<file path="config.mk">
export PLATFORM = sky130hd
export DESIGN_NAME = websocket_frame_decoder_flat
export DESIGN_NICKNAME = d
export VERILOG_FILES = /design/src/rtl/core/wsfd_pkg.sv /design/src/rtl/core/wsfd_channels.sv /design/src/rtl/core/websocket_frame_decoder.sv /design/src/rtl/core/wsfd_parser.sv /design/src/flat_wrapper.sv
export SDC_FILE = /design/constraint.sdc
export NUM_CORES = 1
export LEC_CHECK = 0
export BUFFER_PORTS_ARGS = -buffer_cell sky130_fd_sc_hd__buf_4
export CELL_PAD_IN_SITES_DETAIL_PLACEMENT = 1
export CELL_PAD_IN_SITES_GLOBAL_PLACEMENT = 1
export CORE_AREA = 2 2 124 126
export CTS_CLUSTER_DIAMETER = 60
export CTS_CLUSTER_SIZE = 10
export DETAILED_ROUTE_END_ITERATION = 6
export DIE_AREA = 0 0 126 128
export GPL_TIMING_DRIVEN = 1
export PLACE_DENSITY_LB_ADDON = 0.25
export SLEW_MARGIN = 25
export SYNTH_ARGS = -nofsm -noshare
export SYNTH_HDL_FRONTEND = slang
export SYNTH_HIERARCHICAL = 1
export SYNTH_SLANG_ARGS = --single-unit
</file>
<file path="constraint.sdc">
create_clock -name clock -period 11.42 [get_ports clock]
set_input_delay 1.713 -clock clock [delete_from_list [all_inputs] [get_ports clock]]
set_output_delay 1.713 -clock clock [all_outputs]
set_load 0.05 [all_outputs]
</file>
<file path="src/rtl/core/wsfd_pkg.sv">
`timescale 1ns / 1ps
// ----------------------------------------------------------------------------
// wsfd_pkg: shared types and constants of the WebSocket frame decoder
// Result codes, header field constants and the result record that passes
// from the frame parser to the result register.
// ----------------------------------------------------------------------------
package wsfd_pkg;

   localparam int unsigned LEN_WIDTH = 21;

   // Result kinds.
   localparam logic [1:0] KIND_DATA  = 2'd0;
   localparam logic [1:0] KIND_EMPTY = 2'd1;
   localparam logic [1:0] KIND_ERROR = 2'd2;

   // Second header byte: seven-bit length codes that call for extended lengths.
   localparam logic [6:0] LEN7_EXT16 = 7'd126;
   localparam logic [6:0] LEN7_EXT64 = 7'd127;

   // Number of extension length bytes and of mask key bytes.
   localparam logic [3:0] EXT16_BYTES = 4'd2;
   localparam logic [3:0] EXT64_BYTES = 4'd8;
   localparam logic [3:0] KEY_BYTES   = 4'd4;

   // Reset value of the payload length limit: one mebibyte.
   localparam logic [LEN_WIDTH-1:0] MAX_PAYLOAD_RESET = LEN_WIDTH'(1 * 1024 * 1024);

   typedef struct packed {
      logic       valid;
      logic [1:0] kind;
      logic [3:0] frame_opcode;
      logic [7:0] payload_byte;
      logic       frame_end;
   } result_type;

endpackage

</file>
<file path="src/rtl/core/wsfd_channels.sv">
`timescale 1ns / 1ps
// ----------------------------------------------------------------------------
// wsfd_channels: valid/ready channels of the WebSocket frame decoder
// Stream byte input, decoded result output and the limit register write port.
// ----------------------------------------------------------------------------
interface wsfd_req_if;
   logic       valid;
   logic       ready;
   logic [7:0] stream_byte;

   modport source (output valid, output stream_byte, input ready);
   modport sink (input valid, input stream_byte, output ready);
endinterface

interface wsfd_rsp_if;
   logic       valid;
   logic       ready;
   logic [1:0] kind;
   logic [3:0] frame_opcode;
   logic [7:0] payload_byte;
   logic       frame_end;

   modport source (output valid, output kind, output frame_opcode,
                   output payload_byte, output frame_end, input ready);
   modport sink (input valid, input kind, input frame_opcode,
                 input payload_byte, input frame_end, output ready);
endinterface

interface wsfd_csr_if;
   logic        valid;
   logic        ready;
   logic [20:0] max_payload_len;

   modport source (output valid, output max_payload_len, input ready);
   modport sink (input valid, input max_payload_len, output ready);
endinterface

</file>
<file path="src/rtl/core/websocket_frame_decoder.sv">
`timescale 1ns / 1ps
// ----------------------------------------------------------------------------
// websocket_frame_decoder: byte-serial WebSocket frame receiver
// Parses frame headers from a byte stream and delivers unmasked payload bytes.
// ----------------------------------------------------------------------------
// Usage.
// The req channel carries one raw stream byte per transfer. Each byte moves
// the frame parser on by one step: header bytes, extended length bytes and
// mask key bytes give no result, every payload byte gives one result on the
// rsp channel, a frame with zero length gives one empty-frame result, and a
// length above the limit gives one error result.
// The csr channel writes the payload length limit (reset value 1048576). It
// must be written by the user only while the block is idle; the block does
// not enforce this. A write is always taken at once. The result of a byte is
// shown on rsp in the cycle after its transfer. Throughput is one byte per
// cycle, set by the single result register, which may be reloaded in the same
// cycle that it empties. When the receiver stalls, the result stays in the
// register and req is held off only if the register is full and not being
// emptied. After an error result the parser is halted: further bytes are still
// taken but give no result until reset. Reset is synchronous and active high; it
// returns the parser to the first header byte and empties the result register.
// ----------------------------------------------------------------------------
module websocket_frame_decoder (
   input  logic              clock,
   input  logic              reset,
   wsfd_req_if.sink          req_chan,
   wsfd_rsp_if.source        rsp_chan,
   wsfd_csr_if.sink          csr_chan
);

   localparam int unsigned LW = wsfd_pkg::LEN_WIDTH;

   logic [LW-1:0]        max_len_ff;
   logic                 rsp_valid_ff, rsp_valid_in;
   wsfd_pkg::result_type rsp_data_ff;
   wsfd_pkg::result_type step_result;
   logic                 accept;

   // The limit register takes every write in the cycle it is offered.
   assign csr_chan.ready = 1'b1;

   always_ff @(posedge clock) begin
      if (reset) begin
         max_len_ff <= wsfd_pkg::MAX_PAYLOAD_RESET;
      end else if (csr_chan.valid) begin
         max_len_ff <= csr_chan.max_payload_len;
      end
   end

   // A byte is taken whenever the result register is empty or being emptied.
   assign req_chan.ready = !rsp_valid_ff || rsp_chan.ready;
   assign accept         = req_chan.valid && req_chan.ready;

   wsfd_parser u_parser (
      .clock       (clock),
      .reset       (reset),
      .accept      (accept),
      .stream_byte (req_chan.stream_byte),
      .max_len     (max_len_ff),
      .result      (step_result)
   );

   // The result register fills on a byte that causes a result and empties
   // when its transfer completes with no new result behind it.
   always_comb begin
      rsp_valid_in = rsp_valid_ff;
      if (accept) begin
         rsp_valid_in = step_result.valid;
      end else if (rsp_chan.ready) begin
         rsp_valid_in = 1'b0;
      end
   end

   always_ff @(posedge clock) begin
      if (reset) begin
         rsp_valid_ff <= 1'b0;
      end else begin
         rsp_valid_ff <= rsp_valid_in;
      end
   end

   always_ff @(posedge clock) begin
      if (accept && step_result.valid) begin
         rsp_data_ff <= step_result;
      end
   end

   assign rsp_chan.valid        = rsp_valid_ff;
   assign rsp_chan.kind         = rsp_data_ff.kind;
   assign rsp_chan.frame_opcode = rsp_data_ff.frame_opcode;
   assign rsp_chan.payload_byte = rsp_data_ff.payload_byte;
   assign rsp_chan.frame_end    = rsp_data_ff.frame_end;

endmodule

</file>
<file path="src/rtl/core/wsfd_parser.sv">
`timescale 1ns / 1ps
// ----------------------------------------------------------------------------
// wsfd_parser: frame header and payload state machine
// Advances the frame state by one accepted byte and gives the result, if any,
// that the byte causes.
// ----------------------------------------------------------------------------
module wsfd_parser (
   input  logic                           clock,
   input  logic                           reset,
   input  logic                           accept,
   input  logic [7:0]                     stream_byte,
   input  logic [wsfd_pkg::LEN_WIDTH-1:0] max_len,
   output wsfd_pkg::result_type           result
);

   typedef enum logic [2:0] {
      PH_HDR0,
      PH_HDR1,
      PH_EXTLEN,
      PH_MASK,
      PH_PAYLOAD,
      PH_HALT
   } phase_type;

   localparam int unsigned LW = wsfd_pkg::LEN_WIDTH;

   phase_type       phase_ff, phase_in;
   logic [3:0]      opcode_ff, opcode_in;
   logic            masked_ff, masked_in;
   logic [LW-1:0]   accum_ff, accum_in;
   logic            big_ff, big_in;
   logic [3:0]      count_ff, count_in;
   logic [31:0]     key_ff, key_in;
   logic [LW-1:0]   remain_ff, remain_in;
   logic [1:0]      pos_ff, pos_in;

   logic [7:0]      key_byte;
   logic [LW-1:0]   remain_dec;

   always_comb begin
      case (pos_ff)
         2'd0:    key_byte = key_ff[31:24];
         2'd1:    key_byte = key_ff[23:16];
         2'd2:    key_byte = key_ff[15:8];
         default: key_byte = key_ff[7:0];
      endcase
   end

   assign remain_dec = remain_ff - LW'(1);

   always_comb begin
      logic len_done;
      logic hdr_done;

      phase_in  = phase_ff;
      opcode_in = opcode_ff;
      masked_in = masked_ff;
      accum_in  = accum_ff;
      big_in    = big_ff;
      count_in  = count_ff;
      key_in    = key_ff;
      remain_in = remain_ff;
      pos_in    = pos_ff;
      len_done  = 1'b0;
      hdr_done  = 1'b0;

      result              = '0;
      result.frame_opcode = opcode_ff;

      case (phase_ff)
         PH_HDR0: begin
            opcode_in = stream_byte[3:0];
            key_in    = '0;
            phase_in  = PH_HDR1;
         end
         PH_HDR1: begin
            masked_in = stream_byte[7];
            accum_in  = LW'(stream_byte[6:0]);
            big_in    = 1'b0;
            if (stream_byte[6:0] == wsfd_pkg::LEN7_EXT16) begin
               accum_in = '0;
               count_in = wsfd_pkg::EXT16_BYTES;
               phase_in = PH_EXTLEN;
            end else if (stream_byte[6:0] == wsfd_pkg::LEN7_EXT64) begin
               accum_in = '0;
               count_in = wsfd_pkg::EXT64_BYTES;
               phase_in = PH_EXTLEN;
            end else begin
               len_done = 1'b1;
            end
         end
         PH_EXTLEN: begin
            // Bits that leave the 21-bit window mark the length as too large.
            big_in   = big_ff | (accum_ff[LW-1:LW-8] != 8'd0);
            accum_in = {accum_ff[LW-9:0], stream_byte};
            count_in = count_ff - 4'd1;
            len_done = (count_ff == 4'd1);
         end
         PH_MASK: begin
            key_in   = {key_ff[23:0], stream_byte};
            count_in = count_ff - 4'd1;
            hdr_done = (count_ff == 4'd1);
         end
         PH_PAYLOAD: begin
            pos_in              = pos_ff + 2'd1;
            remain_in           = remain_dec;
            result.valid        = 1'b1;
            result.kind         = wsfd_pkg::KIND_DATA;
            result.payload_byte = masked_ff ? (stream_byte ^ key_byte) : stream_byte;
            result.frame_end    = (remain_dec == '0);
            if (remain_dec == '0) begin
               phase_in = PH_HDR0;
            end
         end
         default: begin
            phase_in = PH_HALT;
         end
      endcase

      if (len_done) begin
         if (big_in || (accum_in > max_len)) begin
            phase_in         = PH_HALT;
            result.valid     = 1'b1;
            result.kind      = wsfd_pkg::KIND_ERROR;
            result.frame_end = 1'b1;
         end else begin
            remain_in = accum_in;
            if (masked_in) begin
               count_in = wsfd_pkg::KEY_BYTES;
               phase_in = PH_MASK;
            end else begin
               hdr_done = 1'b1;
            end
         end
      end

      if (hdr_done) begin
         if (remain_in == '0) begin
            phase_in         = PH_HDR0;
            result.valid     = 1'b1;
            result.kind      = wsfd_pkg::KIND_EMPTY;
            result.frame_end = 1'b1;
         end else begin
            pos_in   = 2'd0;
            phase_in = PH_PAYLOAD;
         end
      end
   end

   always_ff @(posedge clock) begin
      if (reset) begin
         phase_ff  <= PH_HDR0;
         opcode_ff <= '0;
         masked_ff <= 1'b0;
         accum_ff  <= '0;
         big_ff    <= 1'b0;
         count_ff  <= '0;
         key_ff    <= '0;
         remain_ff <= '0;
         pos_ff    <= '0;
      end else if (accept) begin
         phase_ff  <= phase_in;
         opcode_ff <= opcode_in;
         masked_ff <= masked_in;
         accum_ff  <= accum_in;
         big_ff    <= big_in;
         count_ff  <= count_in;
         key_ff    <= key_in;
         remain_ff <= remain_in;
         pos_ff    <= pos_in;
      end
   end

endmodule

</file>
<file path="src/flat_wrapper.sv">
// flat-port wrapper written by rule: the top's interface ports become plain ports
module websocket_frame_decoder_flat 
  (clock, reset, req_chan_valid, req_chan_stream_byte, req_chan_ready, rsp_chan_valid, rsp_chan_kind, rsp_chan_frame_opcode, rsp_chan_payload_byte, rsp_chan_frame_end, rsp_chan_ready, csr_chan_valid, csr_chan_max_payload_len, csr_chan_ready);
  wsfd_req_if req_chan_i ();
  wsfd_rsp_if rsp_chan_i ();
  wsfd_csr_if csr_chan_i ();
  input  logic clock;
  input  logic reset;
  input wire logic [$bits(req_chan_i.valid)-1:0] req_chan_valid;
  input wire logic [$bits(req_chan_i.stream_byte)-1:0] req_chan_stream_byte;
  output wire logic [$bits(req_chan_i.ready)-1:0] req_chan_ready;
  output wire logic [$bits(rsp_chan_i.valid)-1:0] rsp_chan_valid;
  output wire logic [$bits(rsp_chan_i.kind)-1:0] rsp_chan_kind;
  output wire logic [$bits(rsp_chan_i.frame_opcode)-1:0] rsp_chan_frame_opcode;
  output wire logic [$bits(rsp_chan_i.payload_byte)-1:0] rsp_chan_payload_byte;
  output wire logic [$bits(rsp_chan_i.frame_end)-1:0] rsp_chan_frame_end;
  input wire logic [$bits(rsp_chan_i.ready)-1:0] rsp_chan_ready;
  input wire logic [$bits(csr_chan_i.valid)-1:0] csr_chan_valid;
  input wire logic [$bits(csr_chan_i.max_payload_len)-1:0] csr_chan_max_payload_len;
  output wire logic [$bits(csr_chan_i.ready)-1:0] csr_chan_ready;
  assign req_chan_i.valid = req_chan_valid;
  assign req_chan_i.stream_byte = req_chan_stream_byte;
  assign req_chan_ready = req_chan_i.ready;
  assign rsp_chan_valid = rsp_chan_i.valid;
  assign rsp_chan_kind = rsp_chan_i.kind;
  assign rsp_chan_frame_opcode = rsp_chan_i.frame_opcode;
  assign rsp_chan_payload_byte = rsp_chan_i.payload_byte;
  assign rsp_chan_frame_end = rsp_chan_i.frame_end;
  assign rsp_chan_i.ready = rsp_chan_ready;
  assign csr_chan_i.valid = csr_chan_valid;
  assign csr_chan_i.max_payload_len = csr_chan_max_payload_len;
  assign csr_chan_ready = csr_chan_i.ready;
  websocket_frame_decoder u_core (.clock(clock), .reset(reset), .req_chan(req_chan_i), .rsp_chan(rsp_chan_i), .csr_chan(csr_chan_i));
endmodule
</file>
* Word-level counts from Yosys, hierarchy flattened
Index checks and enable logic that the tools add are counted.
W data, S select, Z words.
** Word-level totals
- Register bits after elaboration :: 126
- Bits of input ports :: 34
- Output and inout bits :: 18
- Logic and storage cells :: 93
** Operators by class
- Add/sub/neg operators :: 3
- Magnitude comparators :: 1
- Eq/ne operators :: 9
- Mux-type cells :: 48
- Bitwise logic cells :: 2
- Reduce and logical (&&, ||, !) cells :: 15
** Operator list (number)
- $pmux W32 S2 :: 1
- $mux W21 :: 3
- $logic_not A21 Y1 :: 2
- $pmux W21 S2 :: 1
- $mux W3 :: 13
- $pmux W8 S3 :: 1
- $gt A21 B21 Y1 :: 1
- $sub A21 B1 Y21 const B :: 1
- $mux W4 :: 5
- $eq A7 B7 Y1 const B :: 2
- $mux W1 :: 14
- $mux W7 :: 2
- $pmux W3 S4 :: 1
- $mux W8 :: 1
- $pmux W4 S2 :: 1
- $reduce_bool A8 Y1 :: 1
- $xor A8 B8 Y8 :: 1
- $eq A3 B2 Y1 const B :: 2
- $mux W2 :: 3
- $eq A4 B1 Y1 const B :: 1
- $pmux W1 S2 :: 2
- $reduce_and A2 Y1 :: 2
- $reduce_bool A2 Y1 :: 2
- $sub A4 B1 Y4 const B :: 1
- other kinds (12) :: 14

* Depth between registers and ports, before layout
- Depth in word-level cells :: 12
- Mapped depth :: 18
- Depth with buffers taken out :: 16

* Cells and area by module
The synthesis kept the hierarchy.
** Modules (own cells, without submodules)
- wsfd_parser :: instances 1, cells each 770, area each 5810.6 µm², sequential area each 1781.7 µm²
- websocket_frame_decoder :: instances 1, cells each 91, area each 1275.0 µm², sequential area each 890.9 µm²

* Least setup slack after synthesis
OpenSTA, ideal clock, no wires.
- Kind :: input to register
- Start :: in req_chan_stream_byte[5]
- End :: reg u_core.rsp_data_ff (netlist bit u_core/rsp_chan.frame_end), enable pin
- Library setup time :: 388 ps
- Data arrival time :: 4954 ps
- Data required time :: 11032 ps
- Slack :: 6078 ps
- Cell stages on the path :: 15
- Path buffers :: 0
- Cell sequence :: nand4_1 > nor2_1 > a21oi_1 > a22o_1 > ha_1 > a21oi_1 > a21oi_1 > o21ai_0 > nand4_1 > a21oi_1 > a21oi_1 > o21bai_2 > nand3_1 > nand2_1 > nor2b_1
** RTL lines
- from (decl) :: line flat_wrapper.sv:10 : input wire logic [$bits(req_chan_i.stream_byte)-1:0] req_chan_stream_byte;
- to (signal assigned) :: line websocket_frame_decoder.sv:84 : rsp_data_ff <= step_result;
- to (decl) :: line websocket_frame_decoder.sv:35 : wsfd_pkg::result_type rsp_data_ff;

==> flow_summary_export.csv <==
group,metric,value,unit
sta,setup_viol,0,
placement,port_buffers,50,
global_route,met2_usage,47.5,%
synth,ys_ff_latch,126,
synth,syn_inst,861,
global_route,gr-total-overflow,0,
layout,drive_gt1_share,12.2,%
setup_path,worstPathMaxFanout,15,
floorplanning,die_x,126,um
floorplanning,initial_core_util,47.7,%
clock_network,cts_buffers,17,
global_route,grt_pass1_vias,6913,
layout,final_nets,935,
clock_network,clock-sinks,126,
clock_network,cts_resized,0,
placement,routabilityCongestion,0.933,
min_path,min_delay_path_depth,0,
clock_network,clkTransAtPathRegs,0.06,ns
outcome,outcome,"finished, final reports clean",
setup_path,reg2regPathDepth,15,
sta,tightestPinTransition,1.01,ns
synth,syn_avg_cell_area,8.23,um^2
layout,multi_input_area,3910,um^2
clock_network,clockRootBuffer,"clkbuf_16",
synth,ys_seq_area_share,37.7,%
floorplanning,pin_count,52,
global_route,grt_pass1_wl,38100,um
setup_path,cpPeakStageDelay,0.63,ns
synth,yosysWarnings,6,
sta,finalHoldViolations,0,
synth,synth_top_cell_by_area,"dfxtp_1",
setup_path,cpMostUsedCell,"nand4_1",
power,p_leak,3.32,nW
setup_path,cp-start-kind,"input pin",
global_route,grt_use_met3,5.97,%
synth,yosys-top-cells-area,"dfxtp_1 (31%), nor2_1 (7.3%), edfxtp_1 (6.4%)",
global_route,busiest_layer,"met2",
clock_network,clk_latency,0.42,ns
layout,area.growth.synth_to_final,14.6,%
drt,routed_wl,23900,um
drt,vias,6873,
min_path,hold_path.class,"flip-flop to flip-flop",
drt,drtAntennaViolNets,0,
setup_path,worstPathRequired,11.47,ns
floorplanning,die_area,16100,um^2
drt,wl_per_cell,22.3,um
clock_network,cts.htree.levels,4,
sta,drv_slew,0,
power,powerDensity,180,nW/um^2
setup_path,cp_slowest_cell,"nor2b_2",
layout,register_area,2670,um^2
synth,synth_top_area_share,31.4,%
synth,synth_common_cells,"nor2_1 (138), dfxtp_1 (111), clkbuf_1 (56), inv_1 (55), a22oi_1 (50)",
drt,vias_per_cell,6.41,
drt,drt_iter0_markers,739,
floorplanning,die_h,128,um
drt,firstDrtPassIters,6,
sta,post-route-min-period,6.17,ns
placement,placed_area,7470,um^2
power,ir_worst_vdd,0.000111,V
synth,syn_area,7090,um^2
setup_path,worstPathArrival,6.22,ns
clock_network,cts_tree,"done",
sta,max-slew-margin-rel,31.9,%
sta,worst_slack,5.25,ns
placement,dp_slack,5.31,ns
synth,synth_cell_types,69,
synth,async_flop_share,0,%
setup_path,critical_path_class,"input pin to flip-flop",
synth,yosysMostFrequentCell,"nor2_1",
drt,drc_errors,0,
global_route,grtUsageMet1,40.0,%
sta,fin_skew,0.0108,ns
layout,n_fill_cell,1799,
setup_path,worstPathCellList,"buf_4, nand4_1, nor2_1, a21oi_1, a22oi_1, inv_1, ha_1, nand4_1, nor4_1, o21ai_0, nand4_1, a21oi_2, nor4_2, o21bai_2, nand3_1, nand2_1, nor2b_2",
placement,dp_hpwl,16200,um
sta,rsz0062_at_grt,"no",
clock_network,clock_path_buffers,2,
global_route,grt_use_total,29.8,%
floorplanning,core-area,14900,um^2
sta,fmax,0.162,GHz
layout,antenna_cells,0,
synth,ys.flop_type,"dfxtp_1",
job,cap_viol_max_count,0,
layout,fin_area,8120,um^2
global_route,antenna_found_initial,0,
setup_path,endpoint_kind,"flip-flop",
synth,synth_edf_count,15,
sta,final.period_utilization,54.0,%
synth,syn_nets,924,
global_route,grt_start_max_net_pins,90,
clock_network,hold_buffers,0,
floorplanning,rows,45,
clock_network,post_cts_buffers,0,
sta,finalSetupTns,0,ns
[worst max-delay path: cells and delay by family]
kind,cells,cell delay (ns)
AND/OR/NAND/NOR,9,2.67
AO/OA/AOI/OAI,5,1.25
adder cells (fa/ha/maj),1,0.32
buffers and inverters,2,0.26
[cells in the final DEF (no fill, tap or decap), types with 15 or more instances in the layout]
cell type / instances
mux2i_1: 28
clkbuf_16: 19
edfxtp_1: 15
a21oi_1: 43
a2bb2oi_1: 27
nor3_1: 20
inv_1: 55
ha_1: 29
o21ai_0: 44
buf_4: 58
nand2_1: 46
nor2_1: 137
a211oi_1: 20
dfxtp_1: 111
a22oi_1: 50
[kinds of logic (layout without fill, tap and decap cells)]
| family | after synthesis | after routing | synth area share, % |
|---|---|---|---|
| simple gates | 301 | 301 | 20.6 |
| compound gates | 241 | 241 | 23.7 |
| flops | 126 | 126 | 37.7 |
| buf+inv | 122 | 146 | 7.20 |
| fa+ha+maj | 29 | 29 | 5.12 |
| mux | 28 | 28 | 3.96 |
| xor+xnor | 13 | 13 | 1.61 |
| other cells | 1 | 1 | 0.0529 |
[path summary, 6_finish.rpt]
kind / endpoint / slack, ns / startpoint
worst max-delay path: u_core/rsp_chan.payload_byte[0]$_DFFE_PP_ / 5.25 / req_chan_stream_byte[2]
worst min-delay path: u_core/rsp_chan.frame_opcode[1]$_DFFE_PP_ / 0.45 / u_core/u_parser/opcode_ff[1]$_SDFFE_PP0P_
worst max register to register: u_core/rsp_chan.payload_byte[0]$_DFFE_PP_ / 5.52 / u_core/u_parser/phase_ff[1]$_SDFFE_PP0P_
worst min register to register: u_core/rsp_chan.frame_opcode[1]$_DFFE_PP_ / 0.45 / u_core/u_parser/opcode_ff[1]$_SDFFE_PP0P_
[routing by layer]
metal | vias up | share of wire, %
met2 | 276 | 47
met3 | 47 | 6.4
met4 | 0 | 2.2
met1 | 3407 | 44
met5 | - | 0
li1 | 3143 | -
[power breakdown]
group / leakage (nW) / switching, mW / internal, mW
clock network: 0.316 / 0.220 / 0.375
registers: 1.05 / 0.0313 / 0.476
logic: 1.96 / 0.227 / 0.127
total: 3.32 / 0.479 / 0.979
[registers in the layout, summed over array words and instances (netlist names)]
signal                        cells
u_core/max_len_ff                21
u_core/rsp_chan.frame_end         1
u_core/rsp_chan.frame_opcode      4
u_core/rsp_chan.kind              2
u_core/rsp_chan.payload_byte      8
u_core/rsp_chan.valid             1
u_core/u_parser/accum_ff         21
u_core/u_parser/big_ff            1
u_core/u_parser/count_ff          4
u_core/u_parser/key_ff           32
u_core/u_parser/masked_ff         1
u_core/u_parser/opcode_ff         4
u_core/u_parser/phase_ff          3
u_core/u_parser/pos_ff            2
u_core/u_parser/remain_ff        21
[layout make-up]
type / count / area share (%)
Sequential cell: 126 / 32.9
Inverter: 56 / 2.59
Clock inverter: 12 / 2.13
Clock buffer: 20 / 5.90
Multi-Input combinational cell: 613 / 48.2
Timing Repair Buffer: 58 / 5.36
Tap cell: 188 / 2.90
[per-stage QoR]
step,hold slack [ns],std cells,util [%],total power [mW]
after detailed placement,0.426,1041,50.2,0.855
after floorplan,0.408,861,-,0.754
after global placement,0.428,1041,50.2,0.841
after global routing,0.463,1073,54.6,1.52
after CTS,0.449,1073,54.6,1.46
final,0.446,1073,54.6,1.46
No activity file was read; power rests on OpenSTA's default activity.
